## config.mk

```make
export PLATFORM = sky130hd
export DESIGN_NAME = button_click_and_autorepeat
export DESIGN_NICKNAME = d
export VERILOG_FILES = /design/src/rtl/bca_pkg.sv /design/src/rtl/button_click_and_autorepeat.sv
export SDC_FILE = /design/constraint.sdc
export NUM_CORES = 1
export LEC_CHECK = 0
export BUFFER_PORTS_ARGS = -buffer_cell sky130_fd_sc_hd__buf_4
export CAP_MARGIN = 5
export CORE_ASPECT_RATIO = 1.2
export CORE_MARGIN = 4
export CORE_UTILIZATION = 52
export DETAILED_ROUTE_END_ITERATION = 12
export GPL_TIMING_DRIVEN = 0
export PLACE_DENSITY = 0.75
export SYNTH_ARGS = -nofsm -noshare
export SYNTH_HDL_FRONTEND = slang
export SYNTH_SLANG_ARGS = --single-unit
```

## constraint.sdc

```tcl
create_clock -name i_clk -period 7.3 [get_ports i_clk]
set_clock_uncertainty 0.15 [all_clocks]
set_input_delay 1.46 -clock i_clk [delete_from_list [all_inputs] [get_ports i_clk]]
set_output_delay 1.46 -clock i_clk [all_outputs]
set_load 0.02 [all_outputs]
```

## src/rtl/bca_pkg.sv

```systemverilog
package bca_pkg;

    localparam int TICK_BITS    = 32;
    localparam int HOLD_BITS    = 16;
    localparam int CFG_BITS     = 16;
    localparam int CNT_BITS     = 16;
    localparam int CD_BITS      = 16;
    localparam int CFG_IDX_BITS = 8;
    localparam int DIV_CNT_BITS = $clog2(CNT_BITS);
    localparam int HCMP_BITS    = (HOLD_BITS > CFG_BITS) ? HOLD_BITS : CFG_BITS;

    localparam logic [CFG_BITS-1:0] DC_WINDOW_RST   = CFG_BITS'(70);
    localparam logic [CFG_BITS-1:0] HOLD_DELAY_RST  = CFG_BITS'(250);
    localparam logic [CFG_BITS-1:0] REPEAT_BASE_RST = CFG_BITS'(500);
    localparam logic [CFG_BITS-1:0] REPEAT_MIN_RST  = CFG_BITS'(1);

    localparam logic [HOLD_BITS-1:0] HOLD_MAX = '1;

    typedef enum logic [CFG_IDX_BITS-1:0] {
        REG_DC_WINDOW   = CFG_IDX_BITS'(0),
        REG_HOLD_DELAY  = CFG_IDX_BITS'(1),
        REG_REPEAT_BASE = CFG_IDX_BITS'(2),
        REG_REPEAT_MIN  = CFG_IDX_BITS'(3)
    } t_cfg_reg;

    typedef enum logic [1:0] {
        ST_IDLE,
        ST_DIV,
        ST_DONE
    } t_state;

    typedef struct packed {
        logic                fwd_level;
        logic                bwd_level;
        logic                history_level;
        logic                dump_level;
        logic [CNT_BITS-1:0] entry_count;
    } t_in;

    typedef struct packed {
        logic step_fwd;
        logic step_bwd;
        logic jump_end;
        logic jump_start;
        logic history_toggle;
        logic dump_request;
    } t_out;

    typedef struct packed {
        logic in_ready;
        logic load;
        logic div_step;
        logic commit;
    } t_ctrl;

endpackage

```

## src/rtl/button_click_and_autorepeat.sv

```systemverilog
// An accepted input passes from IDLE through the DIV state to DONE, where its result
// is registered once the output register is free; no new input is taken before that.
// A restoring divider, one quotient bit per cycle, sets the repeat interval.
// A new input is taken while the previous result still waits in the output register.
// Reset (synchronous, active low) loads register defaults, clears tick, click,
// hold and countdown state and marks all buttons released.
module button_click_and_autorepeat (
    input  logic                               i_clk,
    input  logic                               i_rst_n,
    input  logic                               i_in_valid,
    output logic                               o_in_ready,
    input  bca_pkg::t_in                       i_in,
    output logic                               o_out_valid,
    input  logic                               i_out_ready,
    output bca_pkg::t_out                      o_out,
    input  logic                               i_cfg_valid,
    output logic                               o_cfg_ready,
    input  logic [bca_pkg::CFG_IDX_BITS-1:0]   i_cfg_index,
    input  logic [bca_pkg::CFG_BITS-1:0]       i_cfg_data
);

    bca_pkg::t_state r_state, n_state;
    bca_pkg::t_ctrl  s_ctrl;

    logic [bca_pkg::DIV_CNT_BITS-1:0] r_bit_cnt;
    bca_pkg::t_in                     r_item;
    logic [bca_pkg::CNT_BITS-1:0]     r_quo, n_quo;
    logic [bca_pkg::CNT_BITS-1:0]     r_rem, n_rem;
    logic [bca_pkg::CNT_BITS-1:0]     r_div;
    logic [bca_pkg::CNT_BITS:0]       s_rem_sh, s_diff;

    logic [bca_pkg::CFG_BITS-1:0] r_dc_window, r_hold_delay, r_repeat_base, r_repeat_min;

    logic [bca_pkg::TICK_BITS-1:0] r_tick, n_tick;
    logic [3:0]                    r_prev, n_prev;
    logic [bca_pkg::TICK_BITS-1:0] r_last [2];
    logic [bca_pkg::TICK_BITS-1:0] n_last [2];
    logic [1:0]                    r_click [2];
    logic [1:0]                    n_click [2];
    logic [bca_pkg::HOLD_BITS-1:0] r_hold [2];
    logic [bca_pkg::HOLD_BITS-1:0] n_hold [2];
    logic [bca_pkg::CD_BITS-1:0]   r_cd [2];
    logic [bca_pkg::CD_BITS-1:0]   n_cd [2];
    logic [1:0]                    s_step, s_jump;

    bca_pkg::t_out r_out, n_out;
    logic          r_out_valid;

    // control
    always_comb begin
        n_state = r_state;
        case (r_state)
            bca_pkg::ST_IDLE: begin
                if (i_in_valid) n_state = bca_pkg::ST_DIV;
            end
            bca_pkg::ST_DIV: begin
                if (r_bit_cnt == '0) n_state = bca_pkg::ST_DONE;
            end
            bca_pkg::ST_DONE: begin
                if (!r_out_valid || i_out_ready) n_state = bca_pkg::ST_IDLE;
            end
            default: n_state = bca_pkg::ST_IDLE;
        endcase
    end

    always_comb begin
        s_ctrl = '0;
        case (r_state)
            bca_pkg::ST_IDLE: begin
                s_ctrl.in_ready = 1'b1;
                s_ctrl.load     = i_in_valid;
            end
            bca_pkg::ST_DIV: begin
                s_ctrl.div_step = 1'b1;
            end
            bca_pkg::ST_DONE: begin
                s_ctrl.commit = !r_out_valid || i_out_ready;
            end
            default: s_ctrl = '0;
        endcase
    end

    assign o_in_ready  = s_ctrl.in_ready & i_rst_n;
    assign o_cfg_ready = i_rst_n;
    assign o_out_valid = r_out_valid;
    assign o_out       = r_out;

    // restoring divider, one quotient bit per cycle
    always_comb begin
        s_rem_sh = {r_rem, r_quo[bca_pkg::CNT_BITS-1]};
        s_diff   = s_rem_sh - {1'b0, r_div};
        n_rem    = s_diff[bca_pkg::CNT_BITS] ? s_rem_sh[bca_pkg::CNT_BITS-1:0]
                                             : s_diff[bca_pkg::CNT_BITS-1:0];
        n_quo    = {r_quo[bca_pkg::CNT_BITS-2:0], ~s_diff[bca_pkg::CNT_BITS]};
    end

    // per-tick update
    always_comb begin
        logic [3:0]                    cur;
        logic [3:0]                    edges;
        logic [bca_pkg::CD_BITS-1:0]   interval;
        logic [bca_pkg::TICK_BITS-1:0] gap;
        logic [1:0]                    clk_nx;
        logic                          down;
        cur      = {r_item.dump_level, r_item.history_level,
                    r_item.bwd_level, r_item.fwd_level};
        edges    = r_prev & ~cur;
        n_tick   = r_tick + bca_pkg::TICK_BITS'(1);
        n_prev   = cur;
        interval = (r_quo < r_repeat_min) ? r_repeat_min : r_quo;
        for (int d = 0; d < 2; d++) begin
            n_last[d]  = r_last[d];
            n_click[d] = r_click[d];
            n_hold[d]  = r_hold[d];
            n_cd[d]    = r_cd[d];
            s_step[d]  = 1'b0;
            s_jump[d]  = 1'b0;
            down       = !cur[d];
            gap        = n_tick - r_last[d];
            clk_nx     = (gap <= bca_pkg::TICK_BITS'(r_dc_window)) ? r_click[d] + 2'd1 : 2'd1;
            if (edges[d]) begin
                n_last[d] = n_tick;
                if (clk_nx == 2'd2) begin
                    s_jump[d]  = 1'b1;
                    n_click[d] = 2'd0;
                end else begin
                    n_click[d] = clk_nx;
                end
                s_step[d] = 1'b1;
                n_hold[d] = '0;
                n_cd[d]   = r_hold_delay;
            end
            if (down) begin
                if (n_hold[d] != bca_pkg::HOLD_MAX) n_hold[d] = n_hold[d] + 1'b1;
                if (bca_pkg::HCMP_BITS'(n_hold[d]) >= bca_pkg::HCMP_BITS'(r_hold_delay)) begin
                    if (n_cd[d] == '0) begin
                        s_step[d] = 1'b1;
                        n_cd[d]   = interval;
                    end else begin
                        n_cd[d] = n_cd[d] - 1'b1;
                    end
                end
            end else begin
                n_hold[d] = '0;
            end
        end
        n_out.step_fwd       = s_step[0];
        n_out.step_bwd       = s_step[1];
        n_out.jump_end       = s_jump[0];
        n_out.jump_start     = s_jump[1];
        n_out.history_toggle = edges[2];
        n_out.dump_request   = edges[3];
    end

    always_ff @(posedge i_clk) begin
        if (!i_rst_n) begin
            r_state       <= bca_pkg::ST_IDLE;
            r_bit_cnt     <= '0;
            r_out_valid   <= 1'b0;
            r_dc_window   <= bca_pkg::DC_WINDOW_RST;
            r_hold_delay  <= bca_pkg::HOLD_DELAY_RST;
            r_repeat_base <= bca_pkg::REPEAT_BASE_RST;
            r_repeat_min  <= bca_pkg::REPEAT_MIN_RST;
            r_tick        <= '0;
            r_prev        <= 4'hF;
            for (int d = 0; d < 2; d++) begin
                r_last[d]  <= '0;
                r_click[d] <= '0;
                r_hold[d]  <= '0;
                r_cd[d]    <= '0;
            end
        end else begin
            r_state <= n_state;
            if (i_cfg_valid) begin
                case (i_cfg_index)
                    bca_pkg::REG_DC_WINDOW:   r_dc_window   <= i_cfg_data;
                    bca_pkg::REG_HOLD_DELAY:  r_hold_delay  <= i_cfg_data;
                    bca_pkg::REG_REPEAT_BASE: r_repeat_base <= i_cfg_data;
                    bca_pkg::REG_REPEAT_MIN:  r_repeat_min  <= i_cfg_data;
                    default: ;
                endcase
            end
            if (s_ctrl.load) begin
                r_bit_cnt <= bca_pkg::DIV_CNT_BITS'(bca_pkg::CNT_BITS - 1);
            end else if (s_ctrl.div_step) begin
                r_bit_cnt <= r_bit_cnt - 1'b1;
            end
            if (s_ctrl.commit) begin
                r_out_valid <= 1'b1;
                r_tick      <= n_tick;
                r_prev      <= n_prev;
                for (int d = 0; d < 2; d++) begin
                    r_last[d]  <= n_last[d];
                    r_click[d] <= n_click[d];
                    r_hold[d]  <= n_hold[d];
                    r_cd[d]    <= n_cd[d];
                end
            end else if (i_out_ready) begin
                r_out_valid <= 1'b0;
            end
        end
    end

    always_ff @(posedge i_clk) begin
        if (s_ctrl.load) begin
            r_item <= i_in;
            r_quo  <= r_repeat_base;
            r_rem  <= '0;
            r_div  <= (i_in.entry_count == '0) ? bca_pkg::CNT_BITS'(1) : i_in.entry_count;
        end else if (s_ctrl.div_step) begin
            r_quo <= n_quo;
            r_rem <= n_rem;
        end
        if (s_ctrl.commit) begin
            r_out <= n_out;
        end
    end

endmodule
```

# After elaboration in Yosys (flattened, before gate mapping)
# Memory sizes are Yosys's and may differ from the RTL's.
# Cells that the tools add are included.
[op_classes] n_addsub=11 n_lt_le_gt_ge=5 eq_ne=12 mux=61 bitwise=12 reduce_logical=15
[op_table] cell="16-bit two-way mux" count=24
[op_table] cell="32-bit two-way mux" count=4
[op_table] cell="32-bit by 16-bit less-or-equal comparator with 1-bit output" count=2
[op_table] cell="32-bit subtractor" count=2
[op_table] cell="16-bit zero test" count=3
[op_table] cell="16-bit by 1-bit adder with 16-bit output, second input constant" count=2
[op_table] cell="32-bit by 1-bit adder with 32-bit output, second input constant" count=1
[op_table] cell="16-bit greater-or-equal comparator" count=2
[op_table] cell="16-bit != test, second input constant" count=2
[op_table] cell="16-bit by 1-bit subtractor with 16-bit output, second input constant" count=2
[op_table] cell="2-bit two-way mux" count=12
[op_table] cell="1-bit two-way mux" count=18
[op_table] cell="17-bit by 16-bit subtractor with 17-bit output" count=1
[op_table] cell="8-bit by 2-bit equality test with 1-bit output, second input constant" count=2
[op_table] cell="16-bit less-than comparator" count=1
[op_table] cell="8-bit by 1-bit equality test with 1-bit output, second input constant" count=1
[op_table] cell="8-bit zero test" count=1
[op_table] cell="4-bit two-way mux" count=2
[op_table] cell="1-bit OR" count=8
[op_table] cell="2-bit AND reduction" count=4
[op_table] cell="2-bit equality test, second input constant" count=3
[op_table] cell="2-bit != test, second input constant" count=3
[op_table] cell="2-bit case mux with 3 select lines" count=1
[op_table] cell="2-bit by 1-bit adder with 2-bit output, second input constant" count=2
[op_table] cell="12 further kinds" count=13
[totals] regBits=165 mem_bits_rw=132 inputBits=49 out_inout_bits=9 word_cells=142 memories=4
[mem_list] name="r_last" depth=2 word_bits=32 read_ports=2 rd_ports_with_merged_regs=0 wr=2 line="button_click_and_autorepeat.sv:36" rtl="logic [bca_pkg::TICK_BITS-1:0] r_last [2];"
[mem_list] name="r_cd" depth=2 word_bits=16 read_ports=2 rd_ports_with_merged_regs=0 wr=2 line="button_click_and_autorepeat.sv:42" rtl="logic [bca_pkg::CD_BITS-1:0] r_cd [2];"
[mem_list] name="r_hold" depth=2 word_bits=16 read_ports=2 rd_ports_with_merged_regs=0 wr=2 line="button_click_and_autorepeat.sv:40" rtl="logic [bca_pkg::HOLD_BITS-1:0] r_hold [2];"
[mem_list] name="r_click" depth=2 word_bits=2 read_ports=2 rd_ports_with_merged_regs=0 wr=2 line="button_click_and_autorepeat.sv:38" rtl="logic [1:0] r_click [2];"

# Depth between registers and ports, before layout
# Gate-level depths: netlist (run 1).
[depth] depth_word=10 depth_mapped=25 ltp_nobuf=24

# Worst setup path before layout (run 1)
# Ideal clock, no wire load.
[synth_timing] path_type="register -> register" start="register r_item, in the netlist n_prev[1]" end="memory r_cd[0][24] (netlist bit), data pin" arrival_time_ns=4.935 t_required_ns=6.884 path_slack_ns=1.949 stages_incl_launch_ff=22 n_path_buf=5 synth_period_minus_slack_ns=5.351 path_cell_list="edfxtp_1 > nand2b_1 > buf_2 > buf_1 > clkbuf_1 > and2_1 > ha_1 > nand4_1 > nor3_1 > nor4b_1 > mux2_2 > ha_1 > a21o_1 > a21oi_1 > o21ai_1 > a2111oi_0 > nor4_1 > o31a_1 > buf_4 > clkbuf_1 > a22oi_1 > nor2_1"
[synth_rtl] element="start, declared" line="button_click_and_autorepeat.sv:26" rtl="bca_pkg::t_in r_item;"
[synth_rtl] element="start signal, assigned" line="button_click_and_autorepeat.sv:206" rtl="r_item <= i_in;"
[synth_rtl] element="end, declared" line="button_click_and_autorepeat.sv:42"

==> results.py, run 1 <==
metrics = {
    "global_routing": {
        "grt_pass1_vias": 16910,
        "grt_util_all_layers_pct": 25.9,
        "antenna_found_initial": 0,
        "grt_max_degree": 68,
        "grt_remaining_overflow": 0,
        "grt_first_pass_wirelength_um": 88200,
    },
    "route": {
        "viasPerCell": 6.01,
        "drc_errors": 0,
        "first_pass_iters": 6,
        "vias": 17136,
        "final_antenna_net_count": 0,
        "drtIter0Drc": 1194,
        "wirelength_um": 55400,
        "wl_per_cell_um": 19.4,
    },
    "place": {
        "placed_cells": 2788,
        "routabilityCongestion": 0.953,
        "dp_slack_ns": 0.388,
        "io_buffers": 55,
        "detailed_place_hpwl_um": 42300,
    },
    "logic_synthesis": {
        "yosysTopAreaCellShare_pct": 26.0,
        "synth_cell_types": 91,
        "synth.largest_area_cell": "edfxtp_1",
        "ys_seq_elements": 297,
        "ys.flop_type": "edfxtp_1",
        "synth_nets": 2468,
        "ys_seq_area_share_pct": 38.2,
        "async_flop_share_pct": 0,
        "yosys_warnings": 0,
        "ys_top_cells_by_area": "edfxtp_1 26%, dfxtp_1 12%, ha_1 10%",
        "syn_area_um2": 20100,
        "synth_edf_count": 174,
        "syn_inst": 2251,
        "avgSynthCellArea_um2": 8.94,
    },
    "cells_and_area": {
        "postLayoutCoreUtil_pct": 58.7,
        "fin_cells": 2849,
        "nets": 2561,
        "area.growth.synth_to_final_pct": 10.9,
        "nFillCells": 3313,
        "diodes": 0,
        "drive_above_1_share_pct": 9.03,
    },
    "clock_tree": {
        "clock_sinks": 297,
        "clock_path_buffers": 3,
        "cts_buffers": 34,
        "clockRootBuffer": "clkbuf_16",
        "clkLatencyLatePin_ns": 0.57,
        "tritoncts": "yes",
        "clk_pin_slew_ns": 0.06,
        "htree_levels": 2,
    },
    "run_status": {
        "violations": "capacitance limit, slew limit",
        "status": "finished, violations left",
    },
    "power_and_ir_drop": {
        "vdd_drop_max_v": 0.000247,
        "power_leakage_nw": 9.04,
        "powerDensity_nw_per_um2": 208,
    },
    "setup_path": {
        "cp_common_cell": "a21oi_1",
        "critPathCaptureType": "register",
        "arrival_ns": 6.86,
        "cp_slowest_cell": "nor4b_1",
        "slowest_delay_ns": 0.62,
        "crit_type": "reg2reg",
        "cp_max_fo": 8,
        "required_ns": 7.41,
        "startpoint_type": "register",
        "crit_chain": "ha_1 -> inv_1 -> nor2_1 -> nand4_1 -> xnor2_1 -> ha_1 -> a21oi_1 -> a21boi_0 -> o21ai_0 -> a21oi_1 -> xnor2_1 -> ha_1 -> nand4_1 -> nor2_1 -> o211ai_1 -> a21oi_1 -> o41ai_1 -> nor4b_1 -> nor4b_1 -> nand4_1 -> nor4_2 -> a21oi_1",
    },
    "sta": {
        "fin_crit_ns": 6.75,
        "tightest_slew_ns": 1.50,
        "finalMaxSlewViolations": 1,
        "fmax_ghz": 0.148,
        "holdWs_ns": 0.316,
        "grt_setup_unrepaired": "false",
        "slew_headroom_pct": -0.723,
        "hold_viol_final": 0,
        "layout_setup_ws_ns": 0.546,
        "min_period_over_period_pct": 92.5,
        "setup_viol": 0,
    },
    "floorplanning": {
        "initial_core_util_pct": 52.9,
        "die_h_um": 224,
        "io_pins": 58,
        "die_x_um": 188,
        "die_area_um2": 41900,
        "rows": 78,
        "coreArea_um2": 38100,
    },
    "hold_path": {
        "min_path_type": "reg2reg",
    },
    "flow_run": {
        "drv_cap": 1,
    },
}
==> synth_stat cells, types with 6 or more instances <==
cell	number
a21oi_1	136
nor4_1	9
clkbuf_1	78
inv_1	152
xnor2_1	69
nor3b_1	7
o31a_1	9
or2_2	8
o32ai_1	6
nor4b_1	6
mux2i_1	38
nand3_1	58
ha_1	165
mux2_2	31
and3_1	21
o211ai_1	26
xor2_1	48
o2111ai_1	7
buf_2	14
nand4_1	53
or3_1	8
nand2_1	283
a21boi_0	55
nand3b_1	6
nor3_1	46
nand2b_1	28
nor2_1	165
a21o_1	65
a211o_1	6
and4_1	7
o31ai_1	8
and2_1	45
edfxtp_1	174
dfxtp_1	123
o21a_1	20
a211oi_1	13
o21ai_1	6
nor2b_1	32
a31oi_1	17
o21ai_0	92
==> metal layers <==
layer | global-route usage, % | up-vias | wire, um
met5 | 0 | - | 0
met1 | 31.3 | 8067 | 22500
li1 | - | 8275 | -
met2 | 44.1 | 605 | 26200
met4 | 14.6 | 0 | 3540
met3 | 4.11 | 189 | 3190
==> layout by cell type, fill, tap and decap left out, drive strengths merged, types with 19 or more instances in the layout <==
| cell type | synthesis | final |
|---|---|---|
| a21boi | 56 | 56 |
| a21o | 65 | 65 |
| a21oi | 141 | 141 |
| a31oi | 19 | 19 |
| and2 | 45 | 45 |
| and3 | 21 | 21 |
| buf | 26 | 83 |
| clkbuf | 78 | 125 |
| dfxtp | 123 | 123 |
| edfxtp | 174 | 174 |
| ha | 165 | 165 |
| inv | 152 | 156 |
| mux2 | 31 | 31 |
| mux2i | 38 | 38 |
| nand2 | 284 | 284 |
| nand2b | 28 | 28 |
| nand3 | 58 | 58 |
| nand4 | 53 | 53 |
| nor2 | 165 | 165 |
| nor2b | 32 | 32 |
| nor3 | 46 | 46 |
| o211ai | 28 | 28 |
| o21a | 20 | 20 |
| o21ai | 101 | 101 |
| xnor2 | 70 | 70 |
| xor2 | 48 | 48 |
==> power by group <==
part,internal (mW),total (mW),leakage [nW],switching [mW]
Combinational,0.412,0.976,5.75,0.564
Sequential,1.89,1.97,2.75,0.0799
Clock,0.956,1.69,0.538,0.730
==> layout make-up <==
type / instances / area (um^2) / share of cell area [%]
inverters: 152 / 573 / 2.57
flip-flops and latches: 297 / 7690 / 34.4
clock inverters: 14 / 150 / 0.673
multi-input cells: 1698 / 11400 / 51.3
clock buffers: 47 / 941 / 4.21
repair buffers: 57 / 468 / 2.10
plain buffers: 104 / 458 / 2.05
well taps: 480 / 601 / 2.69
==> sequential cells by signal (all words and copies together), names as in the netlist, 32 cells and up <==
name,flops
r_tick,32
r_cd,32
r_hold,32
r_last,64
==> final timing paths <==
path	startpoint	end	slack, ns	cells after the start
hold / removal	r_repeat_base[8]	r_repeat_base[8]	0.32	2
setup / recovery	r_tick[0]	r_click[0][2]	0.55	22
setup reg to reg	r_tick[0]	r_click[0][2]	0.55	22
hold reg to reg	r_repeat_base[8]	r_repeat_base[8]	0.32	2
==> through the flow <==
stage | instance area, um^2 | setup TNS [ns] | power (mW)
2_1_floorplan | 20100 | 0 | 2.69
5_1_grt | 22300 | 0 | 4.84
4_1_cts | 22300 | 0 | 4.64
3_3_place_gp | 21100 | -13.65 | 2.93
3_5_place_dp | 21200 | 0 | 2.97
6_report | 22300 | 0 | 4.63
==> kinds of logic (layout without fill, tap and decap cells) <==
group | after synthesis | count (layout) | synth area share [%]
and+or+nand+nor | 806 | 806 | 19.5
AOI/OAI and AO/OA | 537 | 537 | 17.9
DFF | 297 | 297 | 38.2
buffers and inverters | 256 | 374 | 5.10
adders and majority gates | 168 | 168 | 10.6
xor gates and xnor gates | 118 | 118 | 5.17
muxes | 69 | 69 | 3.62
==> timing repair <==
item | in CTS | in global routing
hold endpoints to repair | 0 | 0
hold buffers | 0 | 0
gates resized for setup | 0 | 1
buffers inserted | 0 | 0
setup endpoints to repair | 0 | 4
==> worst max-delay path, delay by kind of cell, from the launching register on <==
kind	cells	cell delay (ns)
flip-flops	1	0.52
XOR/XNOR	2	0.52
adder cells (fa/ha/maj)	3	1.02
AO/OA/AOI/OAI	8	2.11
AND/OR/NAND/NOR	8	2.06
buffers and inverters	1	0.07
(Power assumes the default switching activity.)
==> run 2, diff against run 1 <==
--- a/config.mk
+++ b/config.mk
@@ -5,10 +5,11 @@
 export SDC_FILE = /design/constraint.sdc
 export NUM_CORES = 1
 export LEC_CHECK = 0
+export ABC_AREA = 1
 export BUFFER_PORTS_ARGS = -buffer_cell sky130_fd_sc_hd__buf_4
 export CAP_MARGIN = 5
 export CORE_ASPECT_RATIO = 1.2
-export CORE_MARGIN = 4
+export CORE_MARGIN = 2
 export CORE_UTILIZATION = 52
 export DETAILED_ROUTE_END_ITERATION = 12
 export GPL_TIMING_DRIVEN = 0
==> results.py, run 2 <==
metrics = {
    "run_status": {
        "status": "completed",
    },
    "place": {
        "place_area_um2": 23500,
        "dp_slack_ns": 1.97,
        "placed_cells": 3811,
        "routabilityCongestion": 1.00,
        "detailed_place_hpwl_um": 51600,
        "io_buffers": 57,
    },
    "sta": {
        "layout_setup_ws_ns": 1.85,
        "hold_viol_final": 0,
        "finalMaxSlewViolations": 0,
        "min_period_over_period_pct": 74.7,
        "tightest_slew_ns": 1.05,
        "tns_ns": 0,
        "setup_viol": 0,
        "fin_crit_ns": 5.45,
        "grt_setup_unrepaired": "false",
        "fmax_ghz": 0.183,
        "slew_headroom_pct": 29.9,
    },
    "power_and_ir_drop": {
        "powerDensity_nw_per_um2": 183,
        "vdd_drop_max_v": 0.000191,
        "power_leakage_nw": 11.7,
    },
    "floorplanning": {
        "io_pins": 58,
        "initial_core_util_pct": 52.3,
        "die_area_um2": 44500,
        "rows": 83,
        "die_x_um": 193,
        "coreArea_um2": 42600,
        "die_h_um": 231,
    },
    "cells_and_area": {
        "multiInputGateArea_um2": 12100,
        "largest-register": "r_last",
        "layout_common_cells": "823 x nand2_1, 547 x inv_1, 331 x nor2_1",
        "fin_area_um2": 24500,
        "fin_cells": 3867,
        "diodes": 0,
        "drive_above_1_share_pct": 6.46,
        "largest_reg_flops": 64,
        "nFillCells": 4159,
        "area.growth.synth_to_final_pct": 10.0,
        "nets": 3509,
        "regArea_um2": 7690,
        "postLayoutCoreUtil_pct": 57.6,
        "final_common_cell": "nand2_1",
    },
    "clock_tree": {
        "cts_hold_buf": 0,
        "post_cts_resized": 0,
        "tritoncts": "yes",
        "clock_sinks": 297,
        "cts_setup_buffers": 0,
        "clkLatencyLatePin_ns": 0.61,
        "clk_pin_slew_ns": 0.06,
        "cts_buffers": 31,
        "clockRootBuffer": "clkbuf_16",
        "clock_path_buffers": 3,
        "htree_levels": 1,
    },
    "route": {
        "viasPerCell": 5.39,
        "first_pass_iters": 6,
        "drtIter0Drc": 1540,
        "drc_errors": 0,
        "wl_per_cell_um": 16.9,
        "final_antenna_net_count": 0,
        "vias": 20838,
        "wirelength_um": 65200,
    },
    "setup_path": {
        "required_ns": 7.62,
        "slowest_delay_ns": 0.44,
        "worstReg2RegStart": "r_tick[0]",
        "cp_common_cell": "nand2_1",
        "reg2reg_depth": 29,
        "crit_type": "reg2reg",
        "critPathCaptureType": "register",
        "arrival_ns": 5.77,
        "reg2reg_slack_ns": 1.85,
        "startpoint_type": "register",
        "reg2reg_to": "o_out[3]",
        "cp_slowest_cell": "dfxtp_1",
        "cp_max_fo": 5,
    },
    "logic_synthesis": {
        "yosys_warnings": 0,
        "synth.largest_area_cell": "edfxtp_1",
        "syn_area_um2": 22300,
        "ys.flop_type": "edfxtp_1",
        "syn_inst": 3199,
        "ys_seq_elements": 297,
        "ys_top_cells_by_area": "edfxtp_1 23%, nand2_1 14%, dfxtp_1 11%",
        "yosysTopAreaCellShare_pct": 23.5,
        "avgSynthCellArea_um2": 6.96,
        "synth_nets": 3416,
        "synth_edf_count": 174,
        "async_flop_share_pct": 0,
        "synth_common_cells": "823 x nand2_1, 547 x inv_1, 331 x nor2_1, 222 x a21oi_1, 177 x nand3_1",
        "synth_most_common_cell": "nand2_1",
        "ys_seq_area_share_pct": 34.5,
        "synth_cell_types": 55,
    },
    "global_routing": {
        "grt_first_pass_wirelength_um": 102000,
        "antenna_found_initial": 0,
        "grt_remaining_overflow": 0,
        "grt_util_all_layers_pct": 29.2,
        "grt_pass1_vias": 19903,
        "grt_max_degree": 42,
    },
    "hold_path": {
        "min_from": "r_prev[2]",
        "whs_path_depth": 2,
        "min_path_type": "reg2reg",
        "holdPathEnd": "r_prev[2]",
    },
    "flow_run": {
        "drv_cap": 0,
    },
}
run 2: cell types whose count changed in the layout (fill, tap and decap cells not counted), sizes merged, moves of 65 or more:
cell	before	now
a21o	65	0
a21oi	141	222
o21ai	101	190
nand3	58	178
inv	156	563
nand2	284	833
nor2	165	347
run 2: cells by family after synthesis:
group	after synthesis	share of synthesized area (%)
simple gates	1509	28.9
buf+inv	640	11.2
compound gates	485	11.9
flops	297	34.5
fa+ha+maj	168	9.54
xor+xnor	100	3.93
run 2: how the worst max path moves through the flow:
stage,startpoint,endpoint,slack (ns),cells after the start
final,r_tick[0],o_out[3],1.85,29
after global routing,r_tick[0],o_out[3],1.35,29
after CTS,r_tick[0],o_out[2],1.94,28
after detailed placement,r_tick[0],o_out[2],1.97,28
after global placement,i_out_ready,r_hold[0][12],0.35,8
after floorplan,i_out_ready,r_click[0][2],2.59,4
run 2: critical path: cells and delay by family (launching register included):
family | cells | cell delay [ns]
adders and majority gates | 3 | 1.06
xor gates and xnor gates | 2 | 0.63
DFF | 1 | 0.44
AOI/OAI and AO/OA | 1 | 0.13
and+or+nand+nor | 19 | 2.55
buffers and inverters | 4 | 0.36
run 2: area by class of cell:
cell class / count / share of cell area, %
Timing Repair Buffer: 60 / 2.02
Sequential cell: 297 / 31.4
Clock buffer: 43 / 3.60
Inverter: 561 / 8.60
Buffer: 79 / 1.57
Multi-Input combinational cell: 2262 / 49.5
Clock inverter: 13 / 0.577
Tap cell: 552 / 2.82
run 2: power by group:
group / switching [mW] / leakage (nW) / internal [mW] / total (mW)
Sequential: 0.0533 / 2.77 / 1.88 / 1.93
Combinational: 0.634 / 8.41 / 0.310 / 0.944
Clock: 0.699 / 0.510 / 0.919 / 1.62
Total: 1.39 / 11.7 / 3.11 / 4.49
run 2: layer usage:
metal / wire (um) / global-route usage [%]
met2: 31300 / 51.1
met1: 26700 / 34.7
met4: 4040 / 16.7
met5: 0 / 0
met3: 3090 / 2.66
run 2: through the flow:
stage,total power [mW],hold WS (ns)
2_1_floorplan,2.63,0.281
3_3_place_gp,2.88,0.290
3_5_place_dp,2.89,0.298
4_1_cts,4.51,0.307
5_1_grt,4.70,0.331
6_report,4.49,0.308
